## src/design/bdm_pkg.sv

```systemverilog
// bdm_pkg: shared types, constants and codes for the backwater depth march block
// no dependencies
`default_nettype none

package bdm_pkg;

    localparam int ALU_W         = 120;
    localparam int QUO_W         = 64;
    localparam int CNT_W         = 7;
    localparam int CFG_IDX_W     = 3;
    localparam int CFG_DATA_W    = 32;
    localparam int MAX_STEPS_DEF = 1024;

    // gravity in Q16.16, rounding half in Q0.24, one in Q1.24
    localparam logic [19:0] G_Q16    = 20'd642908;
    localparam logic [23:0] HALF_Q24 = 24'h800000;
    localparam logic [24:0] ONE_Q24  = 25'h1000000;
    localparam logic [40:0] FN_LIMIT = 41'h100_0000_0000;

    localparam logic [CNT_W-1:0] FR_DIV_STEPS = 7'd24;
    localparam logic [CNT_W-1:0] SL_DIV_STEPS = 7'd40;

    // configuration register indexes
    localparam logic [CFG_IDX_W-1:0] CFG_DWL          = 3'd0;
    localparam logic [CFG_IDX_W-1:0] CFG_CF_SAND      = 3'd1;
    localparam logic [CFG_IDX_W-1:0] CFG_CF_GRAVEL    = 3'd2;
    localparam logic [CFG_IDX_W-1:0] CFG_Q_SAND       = 3'd3;
    localparam logic [CFG_IDX_W-1:0] CFG_Q_GRAVEL     = 3'd4;
    localparam logic [CFG_IDX_W-1:0] CFG_SAND_STEPS   = 3'd5;
    localparam logic [CFG_IDX_W-1:0] CFG_GRAVEL_STEPS = 3'd6;

    // result status codes
    localparam logic [1:0] ST_OK     = 2'd0;
    localparam logic [1:0] ST_FROUDE = 2'd1;
    localparam logic [1:0] ST_ZERO   = 2'd2;

    typedef enum logic {
        ALU_MUL,
        ALU_DIV
    } alu_op_t;

    typedef enum logic [1:0] {
        A_IDLE,
        A_MUL,
        A_DCHK,
        A_DIV
    } alu_state_t;

    typedef enum logic [3:0] {
        S_IDLE,
        S_QQ,
        S_HH,
        S_HHH,
        S_HG,
        S_FDIV,
        S_CF,
        S_DX,
        S_SDIV,
        S_EVAL,
        S_RES
    } seq_state_t;

    typedef struct packed {
        logic             go;
        alu_op_t          op;
        logic [ALU_W-1:0] x;
        logic [ALU_W-1:0] y;
        logic [CNT_W-1:0] steps;
    } alu_cmd_t;

    typedef struct packed {
        logic             idle;
        logic             done;
        logic             ovf;
        logic [ALU_W-1:0] acc;
        logic [QUO_W-1:0] quo;
    } alu_res_t;

    typedef struct packed {
        logic [31:0] dwl;
        logic [23:0] cf_sand;
        logic [23:0] cf_gravel;
        logic [31:0] q_sand;
        logic [31:0] q_gravel;
        logic [10:0] sand_steps;
        logic [10:0] gravel_steps;
    } cfg_t;

endpackage

`default_nettype wire

```

## src/design/bdm_if.sv

```systemverilog
// bdm_if: valid/ready channel interfaces for nodes, profile results and config writes
// depends on bdm_pkg for widths
`default_nettype none

interface bdm_node_if;
    logic        valid;
    logic        ready;
    logic        start_req;
    logic [31:0] bed_elevation;
    logic [39:0] position;

    modport source (output valid, start_req, bed_elevation, position, input ready);
    modport sink (input valid, start_req, bed_elevation, position, output ready);
endinterface

interface bdm_prof_if;
    logic        valid;
    logic        ready;
    logic [31:0] depth;
    logic [11:0] step_index;
    logic [1:0]  status;
    logic        run_done;

    modport source (output valid, depth, step_index, status, run_done, input ready);
    modport sink (input valid, depth, step_index, status, run_done, output ready);
endinterface

interface bdm_cfg_if;
    logic                            valid;
    logic                            ready;
    logic [bdm_pkg::CFG_IDX_W-1:0]  index;
    logic [bdm_pkg::CFG_DATA_W-1:0] data;

    modport source (output valid, index, data, input ready);
    modport sink (input valid, index, data, output ready);
endinterface

`default_nettype wire

```

## src/design/backwater_depth_march.sv

```systemverilog
// backwater_depth_march: top level of the upstream backwater depth marcher
// depends on bdm_pkg, bdm_if, bdm_cfg, bdm_alu and bdm_seq
//
// usage
// - node channel: one transfer per river node; start_req marks the downstream
//   boundary node, later transfers walk upstream with bed elevation and position
// - profile channel: one transfer per node of an active run with depth, step
//   index, status and run_done; nodes outside a run are dropped with no result
// - cfg channel: register index and data, always ready; write only while idle
// - a boundary node's result is registered once the output register is free
// - an upstream node runs two Froude/slope passes through one bit-serial
//   shift-add / restoring-divide unit, with 24 and 40 bit divides; a Froude
//   error ends the node early
// - node ready is high only while the sequencer is idle, so one node at a time
// - the result sits in an output register; the next node is taken while it
//   waits, but that node cannot finish until the register is free
// - reset clears the run state, the stored depth, elevation, position and step
//   counter, and loads the register defaults
`default_nettype none

module backwater_depth_march #(
    parameter int MAX_STEPS = bdm_pkg::MAX_STEPS_DEF
) (
    input  wire logic  clk,
    input  wire logic  rst_n,
    bdm_node_if.sink   node,
    bdm_prof_if.source profile,
    bdm_cfg_if.sink    cfg
);

    bdm_pkg::cfg_t     regs;
    bdm_pkg::alu_cmd_t alu_cmd;
    bdm_pkg::alu_res_t alu_res;

    // configuration registers
    bdm_cfg u_cfg (
        .clk   (clk),
        .rst_n (rst_n),
        .cfg   (cfg),
        .regs  (regs)
    );

    // shared multiply / divide unit
    bdm_alu u_alu (
        .clk   (clk),
        .rst_n (rst_n),
        .cmd   (alu_cmd),
        .res   (alu_res)
    );

    // step sequencer with run state and result register
    bdm_seq #(
        .MAX_STEPS (MAX_STEPS)
    ) u_seq (
        .clk     (clk),
        .rst_n   (rst_n),
        .node    (node),
        .profile (profile),
        .regs    (regs),
        .alu_cmd (alu_cmd),
        .alu_res (alu_res)
    );

`ifndef SYNTHESIS
    // the unit only takes a command when it has nothing in flight
    a_go_idle: assert property (@(posedge clk) disable iff (!rst_n)
        alu_cmd.go |-> alu_res.idle)
        else $error("shared unit issued while busy");

    // nodes are only taken while the unit is idle
    a_ready_idle: assert property (@(posedge clk) disable iff (!rst_n)
        node.ready |-> alu_res.idle)
        else $error("node ready while unit busy");

    // a boundary node goes straight to the result stage
    a_start_busy: assert property (@(posedge clk) disable iff (!rst_n)
        (node.valid && node.ready && node.start_req) |=> !node.ready)
        else $error("ready after boundary node transfer");

    // completion is a single-cycle pulse
    a_done_pulse: assert property (@(posedge clk) disable iff (!rst_n)
        alu_res.done |=> !alu_res.done)
        else $error("unit done held");
`endif

endmodule

`default_nettype wire

```

## src/design/bdm_cfg.sv

```systemverilog
// bdm_cfg: configuration register file written over the config channel
// depends on bdm_pkg and bdm_if
`default_nettype none

module bdm_cfg (
    input  wire logic      clk,
    input  wire logic      rst_n,
    bdm_cfg_if.sink        cfg,
    output bdm_pkg::cfg_t  regs
);

    bdm_pkg::cfg_t regs_reg;
    bdm_pkg::cfg_t regs_next;

    assign cfg.ready = 1'b1;
    assign regs      = regs_reg;

    always_comb
    begin
        regs_next = regs_reg;
        if (cfg.valid)
        begin
            unique case (cfg.index)
                bdm_pkg::CFG_DWL:          regs_next.dwl          = cfg.data;
                bdm_pkg::CFG_CF_SAND:      regs_next.cf_sand      = cfg.data[23:0];
                bdm_pkg::CFG_CF_GRAVEL:    regs_next.cf_gravel    = cfg.data[23:0];
                bdm_pkg::CFG_Q_SAND:       regs_next.q_sand       = cfg.data;
                bdm_pkg::CFG_Q_GRAVEL:     regs_next.q_gravel     = cfg.data;
                bdm_pkg::CFG_SAND_STEPS:   regs_next.sand_steps   = cfg.data[10:0];
                bdm_pkg::CFG_GRAVEL_STEPS: regs_next.gravel_steps = cfg.data[10:0];
                default:                   regs_next              = regs_reg;
            endcase
        end
    end

    always_ff @(posedge clk or negedge rst_n)
    begin
        if (!rst_n)
        begin
            regs_reg.dwl          <= 32'd0;
            regs_reg.cf_sand      <= 24'd83886;
            regs_reg.cf_gravel    <= 24'd83886;
            regs_reg.q_sand       <= 32'd65536;
            regs_reg.q_gravel     <= 32'd65536;
            regs_reg.sand_steps   <= 11'd0;
            regs_reg.gravel_steps <= 11'd0;
        end
        else
        begin
            regs_reg <= regs_next;
        end
    end

endmodule

`default_nettype wire

```

## src/design/bdm_alu.sv

```systemverilog
// bdm_alu: shared bit-serial shift-add multiplier and restoring divider
// depends on bdm_pkg
`default_nettype none

module bdm_alu (
    input  wire logic          clk,
    input  wire logic          rst_n,
    input  bdm_pkg::alu_cmd_t  cmd,
    output bdm_pkg::alu_res_t  res
);

    localparam int W = bdm_pkg::ALU_W;
    localparam int Q = bdm_pkg::QUO_W;

    bdm_pkg::alu_state_t state_reg, state_next;
    logic [W-1:0]              acc_reg, acc_next;
    logic [W-1:0]              opnd_reg, opnd_next;
    logic [Q-1:0]              qb_reg, qb_next;
    logic [bdm_pkg::CNT_W-1:0] cnt_reg, cnt_next;
    logic                      done_reg, done_next;
    logic                      ovf_reg, ovf_next;

    logic [W-1:0] sh;
    logic [W:0]   diff;
    logic         ge;
    logic [W-1:0] sum;

    // one subtractor serves the overflow check and every divide step
    assign sh   = (state_reg == bdm_pkg::A_DCHK) ? acc_reg : {acc_reg[W-2:0], 1'b0};
    assign diff = {1'b0, sh} - {1'b0, opnd_reg};
    assign ge   = !diff[W];
    assign sum  = acc_reg + (qb_reg[0] ? opnd_reg : {W{1'b0}});

    always_comb
    begin
        state_next = state_reg;
        unique case (state_reg)
            bdm_pkg::A_IDLE:
            begin
                if (cmd.go)
                begin
                    state_next = (cmd.op == bdm_pkg::ALU_MUL) ? bdm_pkg::A_MUL
                                                              : bdm_pkg::A_DCHK;
                end
            end
            bdm_pkg::A_MUL:
            begin
                if (qb_reg == '0)
                begin
                    state_next = bdm_pkg::A_IDLE;
                end
            end
            bdm_pkg::A_DCHK:
            begin
                state_next = ge ? bdm_pkg::A_IDLE : bdm_pkg::A_DIV;
            end
            bdm_pkg::A_DIV:
            begin
                if (cnt_reg == bdm_pkg::CNT_W'(1))
                begin
                    state_next = bdm_pkg::A_IDLE;
                end
            end
            default: state_next = bdm_pkg::A_IDLE;
        endcase
    end

    always_comb
    begin
        acc_next  = acc_reg;
        opnd_next = opnd_reg;
        qb_next   = qb_reg;
        cnt_next  = cnt_reg;
        done_next = 1'b0;
        ovf_next  = ovf_reg;
        unique case (state_reg)
            bdm_pkg::A_IDLE:
            begin
                if (cmd.go)
                begin
                    ovf_next = 1'b0;
                    cnt_next = cmd.steps;
                    if (cmd.op == bdm_pkg::ALU_MUL)
                    begin
                        acc_next  = '0;
                        opnd_next = cmd.x;
                        qb_next   = cmd.y[Q-1:0];
                    end
                    else
                    begin
                        acc_next  = cmd.x;
                        opnd_next = cmd.y;
                        qb_next   = '0;
                    end
                end
            end
            bdm_pkg::A_MUL:
            begin
                if (qb_reg == '0)
                begin
                    done_next = 1'b1;
                end
                else
                begin
                    acc_next  = sum;
                    opnd_next = {opnd_reg[W-2:0], 1'b0};
                    qb_next   = {1'b0, qb_reg[Q-1:1]};
                end
            end
            bdm_pkg::A_DCHK:
            begin
                if (ge)
                begin
                    ovf_next  = 1'b1;
                    done_next = 1'b1;
                end
            end
            bdm_pkg::A_DIV:
            begin
                acc_next = ge ? diff[W-1:0] : sh;
                qb_next  = {qb_reg[Q-2:0], ge};
                cnt_next = cnt_reg - bdm_pkg::CNT_W'(1);
                if (cnt_reg == bdm_pkg::CNT_W'(1))
                begin
                    done_next = 1'b1;
                end
            end
            default: done_next = 1'b0;
        endcase
    end

    always_ff @(posedge clk or negedge rst_n)
    begin
        if (!rst_n)
        begin
            state_reg <= bdm_pkg::A_IDLE;
            done_reg  <= 1'b0;
            ovf_reg   <= 1'b0;
        end
        else
        begin
            state_reg <= state_next;
            done_reg  <= done_next;
            ovf_reg   <= ovf_next;
        end
    end

    always_ff @(posedge clk)
    begin
        acc_reg  <= acc_next;
        opnd_reg <= opnd_next;
        qb_reg   <= qb_next;
        cnt_reg  <= cnt_next;
    end

    assign res.idle = (state_reg == bdm_pkg::A_IDLE);
    assign res.done = done_reg;
    assign res.ovf  = ovf_reg;
    assign res.acc  = acc_reg;
    assign res.quo  = qb_reg;

endmodule

`default_nettype wire

```

## src/design/bdm_seq.sv

```systemverilog
// bdm_seq: step sequencer, run state and result register of the depth march
// depends on bdm_pkg and bdm_if; drives the shared unit bdm_alu through its ports
`default_nettype none

module bdm_seq #(
    parameter int MAX_STEPS = bdm_pkg::MAX_STEPS_DEF
) (
    input  wire logic          clk,
    input  wire logic          rst_n,
    bdm_node_if.sink           node,
    bdm_prof_if.source         profile,
    input  bdm_pkg::cfg_t      regs,
    output bdm_pkg::alu_cmd_t  alu_cmd,
    input  bdm_pkg::alu_res_t  alu_res
);

    localparam int          W     = bdm_pkg::ALU_W;
    localparam logic [16:0] MAX_W = 17'(MAX_STEPS);

    bdm_pkg::seq_state_t state_reg, state_next;

    logic        issued_reg, issued_next;
    logic        pass_reg, pass_next;
    logic        neg_reg, neg_next;
    logic        active_reg, active_next;
    logic [31:0] h_reg, h_next;
    logic [31:0] elev_reg, elev_next;
    logic [39:0] pos_reg, pos_next;
    logic [11:0] step_reg, step_next;
    logic [11:0] n_reg, n_next;
    logic [31:0] bed_reg, bed_next;
    logic [39:0] posi_reg, posi_next;
    logic        sand_sel_reg, sand_sel_next;
    logic [40:0] dx_reg, dx_next;
    logic [32:0] deta_reg, deta_next;
    logic [31:0] hc_reg, hc_next;
    logic [63:0] qsq_reg, qsq_next;
    logic [23:0] f_reg, f_next;
    logic [41:0] fnp_reg, fnp_next;
    logic [41:0] fn_reg, fn_next;
    logic [31:0] dres_reg, dres_next;
    logic [1:0]  sres_reg, sres_next;

    logic        out_valid_reg, out_valid_next;
    logic [31:0] out_depth_reg, out_depth_next;
    logic [11:0] out_step_reg, out_step_next;
    logic [1:0]  out_status_reg, out_status_next;
    logic        out_done_reg, out_done_next;

    logic        node_ready;
    logic        op_done;
    logic        slot_free;
    logic [23:0] cf_sel;
    logic [31:0] q_sel;
    logic [32:0] h_start;
    logic [11:0] n_inc;
    logic [48:0] p24_sum;
    logic [40:0] mdx;
    logic [66:0] m_sum;
    logic [43:0] fric;
    logic [43:0] num;
    logic [43:0] mag;
    logic [24:0] den;
    logic [40:0] res41;
    logic [43:0] hp;
    logic        hp_bad;
    logic [44:0] t_sum;
    logic [44:0] u_sum;
    logic [11:0] sum_steps;
    logic [16:0] total;
    logic        run_end;

    assign op_done   = issued_reg && alu_res.done;
    assign slot_free = !out_valid_reg || profile.ready;
    assign cf_sel    = sand_sel_reg ? regs.cf_sand : regs.cf_gravel;
    assign q_sel     = sand_sel_reg ? regs.q_sand : regs.q_gravel;

    // boundary depth from the downstream level
    assign h_start = {regs.dwl[31], regs.dwl} - {node.bed_elevation[31], node.bed_elevation};
    assign n_inc   = step_reg + 12'd1;

    // friction slope pieces, each rounded half up
    assign p24_sum = {1'b0, alu_res.acc[47:0]} + 49'(bdm_pkg::HALF_Q24);
    assign mdx     = dx_reg[40] ? (41'd0 - dx_reg) : dx_reg;
    assign m_sum   = {1'b0, alu_res.acc[65:0]} + 67'(bdm_pkg::HALF_Q24);
    assign fric    = dx_reg[40] ? (44'd0 - {1'b0, m_sum[66:24]}) : {1'b0, m_sum[66:24]};
    assign num     = {{11{deta_reg[32]}}, deta_reg} - fric;
    assign mag     = num[43] ? (44'd0 - num) : num;
    assign den     = bdm_pkg::ONE_Q24 - {1'b0, f_reg};
    assign res41   = alu_res.ovf ? bdm_pkg::FN_LIMIT : {1'b0, alu_res.quo[39:0]};

    // predictor and corrector combinations
    assign hp     = {12'd0, h_reg} - {{2{fn_reg[41]}}, fn_reg};
    assign hp_bad = hp[43] || (hp == 44'd0);
    assign t_sum  = {12'd0, h_reg, 1'b0} - {{3{fnp_reg[41]}}, fnp_reg}
                  - {{3{fn_reg[41]}}, fn_reg};
    assign u_sum  = t_sum + 45'd1;

    assign sum_steps = {1'b0, regs.sand_steps} + {1'b0, regs.gravel_steps};
    assign total     = (17'(sum_steps) > MAX_W) ? MAX_W : 17'(sum_steps);
    assign run_end   = (17'(n_reg) >= total);

    always_comb
    begin
        state_next = state_reg;
        unique case (state_reg)
            bdm_pkg::S_IDLE:
            begin
                if (node.valid)
                begin
                    if (node.start_req)
                    begin
                        state_next = bdm_pkg::S_RES;
                    end
                    else if (active_reg)
                    begin
                        state_next = bdm_pkg::S_QQ;
                    end
                end
            end
            bdm_pkg::S_QQ:   if (op_done) state_next = bdm_pkg::S_HH;
            bdm_pkg::S_HH:   if (op_done) state_next = bdm_pkg::S_HHH;
            bdm_pkg::S_HHH:  if (op_done) state_next = bdm_pkg::S_HG;
            bdm_pkg::S_HG:   if (op_done) state_next = bdm_pkg::S_FDIV;
            bdm_pkg::S_FDIV:
            begin
                if (op_done)
                begin
                    state_next = alu_res.ovf ? bdm_pkg::S_RES : bdm_pkg::S_CF;
                end
            end
            bdm_pkg::S_CF:   if (op_done) state_next = bdm_pkg::S_DX;
            bdm_pkg::S_DX:   if (op_done) state_next = bdm_pkg::S_SDIV;
            bdm_pkg::S_SDIV: if (op_done) state_next = bdm_pkg::S_EVAL;
            bdm_pkg::S_EVAL:
            begin
                if (!pass_reg && !hp_bad)
                begin
                    state_next = bdm_pkg::S_HH;
                end
                else
                begin
                    state_next = bdm_pkg::S_RES;
                end
            end
            bdm_pkg::S_RES:  if (slot_free) state_next = bdm_pkg::S_IDLE;
            default:         state_next = bdm_pkg::S_IDLE;
        endcase
    end

    always_comb
    begin
        node_ready      = 1'b0;
        alu_cmd         = '0;
        issued_next     = issued_reg;
        pass_next       = pass_reg;
        neg_next        = neg_reg;
        active_next     = active_reg;
        h_next          = h_reg;
        elev_next       = elev_reg;
        pos_next        = pos_reg;
        step_next       = step_reg;
        n_next          = n_reg;
        bed_next        = bed_reg;
        posi_next       = posi_reg;
        sand_sel_next   = sand_sel_reg;
        dx_next         = dx_reg;
        deta_next       = deta_reg;
        hc_next         = hc_reg;
        qsq_next        = qsq_reg;
        f_next          = f_reg;
        fnp_next        = fnp_reg;
        fn_next         = fn_reg;
        dres_next       = dres_reg;
        sres_next       = sres_reg;
        out_valid_next  = out_valid_reg && !profile.ready;
        out_depth_next  = out_depth_reg;
        out_step_next   = out_step_reg;
        out_status_next = out_status_reg;
        out_done_next   = out_done_reg;

        unique case (state_reg)
            bdm_pkg::S_IDLE:
            begin
                node_ready = 1'b1;
                if (node.valid)
                begin
                    bed_next  = node.bed_elevation;
                    posi_next = node.position;
                    sres_next = bdm_pkg::ST_OK;
                    if (node.start_req)
                    begin
                        n_next = 12'd0;
                        if (h_start[32] || (h_start == 33'd0))
                        begin
                            dres_next = 32'd0;
                            sres_next = bdm_pkg::ST_ZERO;
                        end
                        else
                        begin
                            dres_next = h_start[31:0];
                        end
                    end
                    else
                    begin
                        n_next        = n_inc;
                        sand_sel_next = ({1'b0, regs.sand_steps} >= n_inc);
                        dx_next       = {1'b0, pos_reg} - {1'b0, node.position};
                        deta_next     = {node.bed_elevation[31], node.bed_elevation}
                                      - {elev_reg[31], elev_reg};
                        hc_next       = h_reg;
                        pass_next     = 1'b0;
                    end
                end
            end
            bdm_pkg::S_QQ:
            begin
                alu_cmd.go = !issued_reg;
                alu_cmd.op = bdm_pkg::ALU_MUL;
                alu_cmd.x  = W'(q_sel);
                alu_cmd.y  = W'(q_sel);
                if (op_done)
                begin
                    qsq_next = alu_res.acc[63:0];
                end
            end
            bdm_pkg::S_HH:
            begin
                alu_cmd.go = !issued_reg;
                alu_cmd.op = bdm_pkg::ALU_MUL;
                alu_cmd.x  = W'(hc_reg);
                alu_cmd.y  = W'(hc_reg);
            end
            bdm_pkg::S_HHH:
            begin
                alu_cmd.go = !issued_reg;
                alu_cmd.op = bdm_pkg::ALU_MUL;
                alu_cmd.x  = alu_res.acc;
                alu_cmd.y  = W'(hc_reg);
            end
            bdm_pkg::S_HG:
            begin
                alu_cmd.go = !issued_reg;
                alu_cmd.op = bdm_pkg::ALU_MUL;
                alu_cmd.x  = alu_res.acc;
                alu_cmd.y  = W'(bdm_pkg::G_Q16);
            end
            bdm_pkg::S_FDIV:
            begin
                // q^2 against g h^3, then 24 quotient bits of the Froude number squared
                alu_cmd.go    = !issued_reg;
                alu_cmd.op    = bdm_pkg::ALU_DIV;
                alu_cmd.x     = W'({qsq_reg, 32'd0});
                alu_cmd.y     = alu_res.acc;
                alu_cmd.steps = bdm_pkg::FR_DIV_STEPS;
                if (op_done)
                begin
                    if (alu_res.ovf)
                    begin
                        dres_next = h_reg;
                        sres_next = bdm_pkg::ST_FROUDE;
                    end
                    else
                    begin
                        f_next = alu_res.quo[23:0];
                    end
                end
            end
            bdm_pkg::S_CF:
            begin
                alu_cmd.go = !issued_reg;
                alu_cmd.op = bdm_pkg::ALU_MUL;
                alu_cmd.x  = W'(cf_sel);
                alu_cmd.y  = W'(f_reg);
            end
            bdm_pkg::S_DX:
            begin
                alu_cmd.go = !issued_reg;
                alu_cmd.op = bdm_pkg::ALU_MUL;
                alu_cmd.x  = W'(p24_sum[48:24]);
                alu_cmd.y  = W'(mdx);
            end
            bdm_pkg::S_SDIV:
            begin
                // magnitude over (1 - F), 40 quotient bits, saturating at the limit
                alu_cmd.go    = !issued_reg;
                alu_cmd.op    = bdm_pkg::ALU_DIV;
                alu_cmd.x     = W'(mag);
                alu_cmd.y     = W'({den, 16'd0});
                alu_cmd.steps = bdm_pkg::SL_DIV_STEPS;
                if (!issued_reg)
                begin
                    neg_next = num[43];
                end
                if (op_done)
                begin
                    fn_next = neg_reg ? (42'd0 - {1'b0, res41}) : {1'b0, res41};
                end
            end
            bdm_pkg::S_EVAL:
            begin
                if (!pass_reg)
                begin
                    if (hp_bad)
                    begin
                        dres_next = h_reg;
                        sres_next = bdm_pkg::ST_FROUDE;
                    end
                    else
                    begin
                        hc_next   = (hp[43:32] != 12'd0) ? 32'hFFFF_FFFF : hp[31:0];
                        fnp_next  = fn_reg;
                        pass_next = 1'b1;
                    end
                end
                else if (t_sum[44] || (t_sum == 45'd0))
                begin
                    dres_next = 32'd0;
                    sres_next = bdm_pkg::ST_ZERO;
                end
                else
                begin
                    dres_next = (u_sum[44:33] != 12'd0) ? 32'hFFFF_FFFF : u_sum[32:1];
                end
            end
            bdm_pkg::S_RES:
            begin
                if (slot_free)
                begin
                    out_valid_next  = 1'b1;
                    out_depth_next  = dres_reg;
                    out_step_next   = n_reg;
                    out_status_next = sres_reg;
                    out_done_next   = run_end;
                    h_next          = dres_reg;
                    elev_next       = bed_reg;
                    pos_next        = posi_reg;
                    step_next       = n_reg;
                    active_next     = !run_end;
                end
            end
            default: node_ready = 1'b0;
        endcase

        if (alu_cmd.go)
        begin
            issued_next = 1'b1;
        end
        if (op_done)
        begin
            issued_next = 1'b0;
        end
    end

    always_ff @(posedge clk or negedge rst_n)
    begin
        if (!rst_n)
        begin
            state_reg     <= bdm_pkg::S_IDLE;
            issued_reg    <= 1'b0;
            active_reg    <= 1'b0;
            out_valid_reg <= 1'b0;
            h_reg         <= 32'd0;
            elev_reg      <= 32'd0;
            pos_reg       <= 40'd0;
            step_reg      <= 12'd0;
        end
        else
        begin
            state_reg     <= state_next;
            issued_reg    <= issued_next;
            active_reg    <= active_next;
            out_valid_reg <= out_valid_next;
            h_reg         <= h_next;
            elev_reg      <= elev_next;
            pos_reg       <= pos_next;
            step_reg      <= step_next;
        end
    end

    always_ff @(posedge clk)
    begin
        pass_reg       <= pass_next;
        neg_reg        <= neg_next;
        n_reg          <= n_next;
        bed_reg        <= bed_next;
        posi_reg       <= posi_next;
        sand_sel_reg   <= sand_sel_next;
        dx_reg         <= dx_next;
        deta_reg       <= deta_next;
        hc_reg         <= hc_next;
        qsq_reg        <= qsq_next;
        f_reg          <= f_next;
        fnp_reg        <= fnp_next;
        fn_reg         <= fn_next;
        dres_reg       <= dres_next;
        sres_reg       <= sres_next;
        out_depth_reg  <= out_depth_next;
        out_step_reg   <= out_step_next;
        out_status_reg <= out_status_next;
        out_done_reg   <= out_done_next;
    end

    assign node.ready         = node_ready;
    assign profile.valid      = out_valid_reg;
    assign profile.depth      = out_depth_reg;
    assign profile.step_index = out_step_reg;
    assign profile.status     = out_status_reg;
    assign profile.run_done   = out_done_reg;

endmodule

`default_nettype wire
```

## src/flat_wrapper.sv

```systemverilog
// flat-port wrapper written by rule: the top's interface ports become plain ports
module backwater_depth_march_flat 
#(
    parameter int MAX_STEPS = bdm_pkg::MAX_STEPS_DEF
)
  (clk, rst_n, node_valid, node_start_req, node_bed_elevation, node_position, node_ready, profile_valid, profile_depth, profile_step_index, profile_status, profile_run_done, profile_ready, cfg_valid, cfg_index, cfg_data, cfg_ready);
  bdm_node_if node_i ();
  bdm_prof_if profile_i ();
  bdm_cfg_if cfg_i ();
  input  wire logic clk;
  input  wire logic rst_n;
  input wire logic [$bits(node_i.valid)-1:0] node_valid;
  input wire logic [$bits(node_i.start_req)-1:0] node_start_req;
  input wire logic [$bits(node_i.bed_elevation)-1:0] node_bed_elevation;
  input wire logic [$bits(node_i.position)-1:0] node_position;
  output wire logic [$bits(node_i.ready)-1:0] node_ready;
  output wire logic [$bits(profile_i.valid)-1:0] profile_valid;
  output wire logic [$bits(profile_i.depth)-1:0] profile_depth;
  output wire logic [$bits(profile_i.step_index)-1:0] profile_step_index;
  output wire logic [$bits(profile_i.status)-1:0] profile_status;
  output wire logic [$bits(profile_i.run_done)-1:0] profile_run_done;
  input wire logic [$bits(profile_i.ready)-1:0] profile_ready;
  input wire logic [$bits(cfg_i.valid)-1:0] cfg_valid;
  input wire logic [$bits(cfg_i.index)-1:0] cfg_index;
  input wire logic [$bits(cfg_i.data)-1:0] cfg_data;
  output wire logic [$bits(cfg_i.ready)-1:0] cfg_ready;
  assign node_i.valid = node_valid;
  assign node_i.start_req = node_start_req;
  assign node_i.bed_elevation = node_bed_elevation;
  assign node_i.position = node_position;
  assign node_ready = node_i.ready;
  assign profile_valid = profile_i.valid;
  assign profile_depth = profile_i.depth;
  assign profile_step_index = profile_i.step_index;
  assign profile_status = profile_i.status;
  assign profile_run_done = profile_i.run_done;
  assign profile_i.ready = profile_ready;
  assign cfg_i.valid = cfg_valid;
  assign cfg_i.index = cfg_index;
  assign cfg_i.data = cfg_data;
  assign cfg_ready = cfg_i.ready;
  backwater_depth_march #(.MAX_STEPS(MAX_STEPS)) u_core (.clk(clk), .rst_n(rst_n), .node(node_i), .profile(profile_i), .cfg(cfg_i));
endmodule
```

## config.mk

```make
export PLATFORM = sky130hd
export DESIGN_NAME = backwater_depth_march_flat
export DESIGN_NICKNAME = d
export VERILOG_FILES = /design/src/design/bdm_pkg.sv /design/src/design/bdm_if.sv /design/src/design/backwater_depth_march.sv /design/src/design/bdm_cfg.sv /design/src/design/bdm_alu.sv /design/src/design/bdm_seq.sv /design/src/flat_wrapper.sv
export SDC_FILE = /design/constraint.sdc
export NUM_CORES = 2
export LEC_CHECK = 0
export BUFFER_PORTS_ARGS = -buffer_cell sky130_fd_sc_hd__buf_2
export CAP_MARGIN = 20
export CORE_MARGIN = 5
export CORE_UTILIZATION = 35
export DETAILED_ROUTE_END_ITERATION = 12
export MAX_ROUTING_LAYER = met4
export PLACE_DENSITY = 0.56
export SLEW_MARGIN = 15
export SYNTH_ARGS = -nofsm -noshare
export SYNTH_HDL_FRONTEND = slang
export SYNTH_SLANG_ARGS = --single-unit
```

## constraint.sdc

```tcl
create_clock -name clk -period 15.4 [get_ports clk]
set_input_delay 0.77 -clock clk [delete_from_list [all_inputs] [get_ports clk]]
set_output_delay 0.77 -clock clk [all_outputs]
set_load 0.02 [all_outputs]
```

==> results by group <==
Worst hold path
  • Hold/Removal Path Class: input pin to register
  • HP Start: node_position[17]
  • Hold Path Stages: 1

Setup path
  • Startpoint Class: register
  • Worst Setup SP: u_core.u_alu.acc_reg[23]$_DFFE_PP_
  • CP required: 15910 ps
  • Worst R2R Start: u_core.u_alu.acc_reg[23]$_DFFE_PP_
  • CP endpoint kind: register
  • Kind of critical path: register to register
  • Worst R2R Path Depth: 23
  • Worst-path maximum fanout: 28
  • Worst Path Arrival: 9700 ps

Clock tree
  • Post-CTS setup buffer count: 0
  • Worst-Skew Late Latency: 810 ps
  • CTS tree: yes
  • Hold Buf Count CTS: 1
  • H-tree levels: 4
  • Clock sinks: 1050
  • Inserted Clock Buffers: 134
  • Worst-path clk slew: 60 ps
  • Resize count post-CTS: 0
  • Root Buffer: clkbuf_16
  • Clk buf depth: 3

Power
  • PD cells: 78.8 nW/µm²
  • Leak: 37.0 nW
  • Peak supply drop: 0.117 mV
  • Total power: 7.09 mW

Detailed routing
  • Routed Wire Length: 312 mm
  • Pre-Repair DR Iteration Count: 7
  • Wire per inst: 25.6 µm
  • Iter 0 DRT Violations: 7384
  • Via count: 71600
  • # DRC: 0
  • Final ANT Viol Nets: 0
  • Vias per cell: 5.88

Synth
  • Yosys cell types: 107
  • Syn avg cell area: 8.95 µm²
  • Post-synth EDFFs: 757
  • Post-synth ARST share: 27.9%
  • Cells after Synth: 9121
  • Yosys top cell area share: 27.8%
  • Largest area contributor in the netlist: edfxtp_1
  • Cell area after synthesis: 81700 µm²
  • Largest cells by area after synthesis: edfxtp_1, dfrtp_1, ha_1
  • Ys flop type: edfxtp_1
  • #FFs+latches synth: 1050
  • Synthesis warning total: 0
  • Seq/Total Area, Yosys: 36.8%

Status
  • Status: finished, final reports clean

Floorplanning
  • Number of core rows: 177
  • Die area: 243000 µm²
  • Core region area: 233000 µm²
  • Initial Utilization: 35.1%
  • I/O Pins: 163
  • Die Ht: 493 µm
  • Die Wd: 493 µm

STA
  • RSZ-0062 raised after global routing: false
  • WHS: 163 ps
  • Setup-failing EPs final: 0
  • FMAX: 0.109 GHz
  • Min Clock Period, post-route: 9200 ps
  • Hold Vio Cnt, Final: 0
  • Worst Clk Skew: 51.4 ps
  • TNS Setup: 0 ps
  • Worst slew margin: 20.2%
  • Worst Tran Pin Value: 1170 ps
  • Max Transition Viols Final: 0
  • Fin crit share: 59.7%

Placed design
  • Port bufs: 161
  • GPL Wtd Cong: 1.02
  • DP HPWL: 239 mm
  • Placed cell count: 11900

Cells and area
  • Max FFs per register: 166
  • Layout cells sized above 1: 9.82%
  • Post-layout util: 38.7%
  • Fillers: 23300
  • Non-filler instance count after layout: 12200
  • Final #Nets: 9681
  • Area Growth Syn to Fin: 10.2%

GRT
  • Antenna violations before repair: 29
  • Total GRT Usage: 25.4%
  • First-pass GRT wire length: 459 mm
  • Number of global-route vias before repair: 69300
  • GRT overflow: 0
  • Largest net degree at the start of global routing: 157

Flow run
  • Max_cap viols: 0
[critical path, stage by stage (launching register included)]
cell      delay, ps
edfxtp_1       1020
ha_1            430
nand4_1         410
nor3_1          940
nand3_1         190
xor2_1          680
nand3_1         240
nor2_1          190
nand2b_1        140
nand3b_4        230
or2_2           320
o21ai_0         390
xnor2_1         150
ha_1            480
nand4_1         160
o31ai_1         590
a41oi_1         290
a21oi_1         270
xnor2_2          90
buf_4           220
inv_2           420
o21ai_0         220
xnor2_1         630
o21ai_0         150
[where the power goes]
part	internal, mW	total, mW	switching (mW)	leakage (nW)
combinational	0.245	0.597	0.353	24.3
clock	1.94	3.33	1.39	2.21
sequential	3.11	3.17	0.0547	10.4
total	5.30	7.09	1.79	37.0
[per-stage QoR]
stage	setup WS (ps)	cell area [µm²]
after floorplan	228	81700
after global routing	5730	90000
final	6200	90000
after CTS	6420	89900
after detailed placement	6470	85400
after global placement	6550	85300
[synth_stat cells (all sizes together), types with 22 or more instances]
master   instances
xnor2          405
mux2i          147
or2             27
nand3          265
nor4            65
dfstp           22
or3             58
o221ai          77
clkbuf         461
nand4          164
a22oi           87
a31oi           64
a21boi          27
nor2           597
o21ai          661
inv            478
o21bai          81
o22ai           55
buf             51
nand2b         103
fa              40
xor2           268
a21oi          700
a221oi          28
a211oi          52
mux2           291
or4             27
o2111ai         24
edfxtp         757
a21o           299
dfrtp          271
nor3           149
and3            54
and2           157
o211ai          95
o21a            78
o31ai           54
nor2b           97
nand2          992
ha             518
[kinds of logic (layout without fill, tap and decap cells)]
kind of cell	Yosys count	after routing	synth area share [%]
adder cells (fa/ha/maj)	558	558	8.92
buffers and inverters	991	986	4.61
AO/OA/AOI/OAI	2590	2590	20.2
AND/OR/NAND/NOR	2820	2820	16.4
XOR/XNOR	673	673	7.23
flip-flops	1050	1050	36.8
multiplexers	438	438	5.81
other	1	18	0.00459
[cell usage in the layout, fill, tap and decap left out, types with 28 or more instances in the layout]
master | Yosys | final
ha_1 | 518 | 518
o22ai_1 | 55 | 55
mux2_2 | 291 | 291
buf_4 | 3 | 96
edfxtp_1 | 757 | 757
nor2b_1 | 97 | 97
dfrtp_1 | 271 | 268
a21oi_1 | 698 | 696
o211ai_1 | 95 | 95
nor4_1 | 64 | 59
o21ai_0 | 649 | 648
mux2i_1 | 147 | 147
and3_1 | 54 | 54
nand2b_1 | 103 | 103
o21a_1 | 78 | 78
nand2_1 | 992 | 988
a31oi_1 | 64 | 64
nor2_1 | 597 | 586
a211oi_1 | 51 | 51
and2_1 | 155 | 153
nand4_1 | 164 | 164
xnor2_1 | 404 | 404
or3_1 | 57 | 56
a21o_1 | 299 | 298
fa_1 | 40 | 40
a221oi_1 | 28 | 28
inv_1 | 477 | 476
xor2_1 | 268 | 268
nand3_1 | 264 | 263
buf_2 | 17 | 161
o31ai_1 | 53 | 53
clkbuf_16 | 0 | 137
nor3_1 | 147 | 141
o21bai_1 | 81 | 81
a22oi_1 | 87 | 87
o221ai_1 | 77 | 77
[routing by layer]
layer,vias up,track usage [%],wire length [µm]
met5,-,-,0
met4,0,9.55,14100
met3,605,4.12,21200
met2,2648,40.9,145000
met1,35300,32.3,132000
li1,33100,-,-
[area by class of cell]
cell class	count	area (µm²)	share of cell area, %
antenna	16	40.0	0.0445
clock buffer	166	3660	4.06
clock inverter	77	922	1.02
inverter	479	1800	2.00
multi-input combinational	7081	48100	53.4
sequential	1050	30100	33.4
tap	3043	3810	4.23
timing repair buffer	264	1630	1.82
[final timing paths]
check                                                                end  slack [ps]
worst min register to register  u_core.u_seq.profile.status[0]$_DFFE_PP_         430
worst max-delay path                  u_core.u_alu.acc_reg[12]$_DFFE_PP_        6200
worst min-delay path                 u_core.u_seq.posi_reg[17]$_DFFE_PP_         160
min in group asynchronous           u_core.u_seq.pos_reg[33]$_DFFE_PN0P_         580
worst max register to register        u_core.u_alu.acc_reg[12]$_DFFE_PP_        6200
max in group asynchronous          u_core.u_seq.elev_reg[24]$_DFFE_PN0P_       12530
Power figures use the tool's default switching activity.
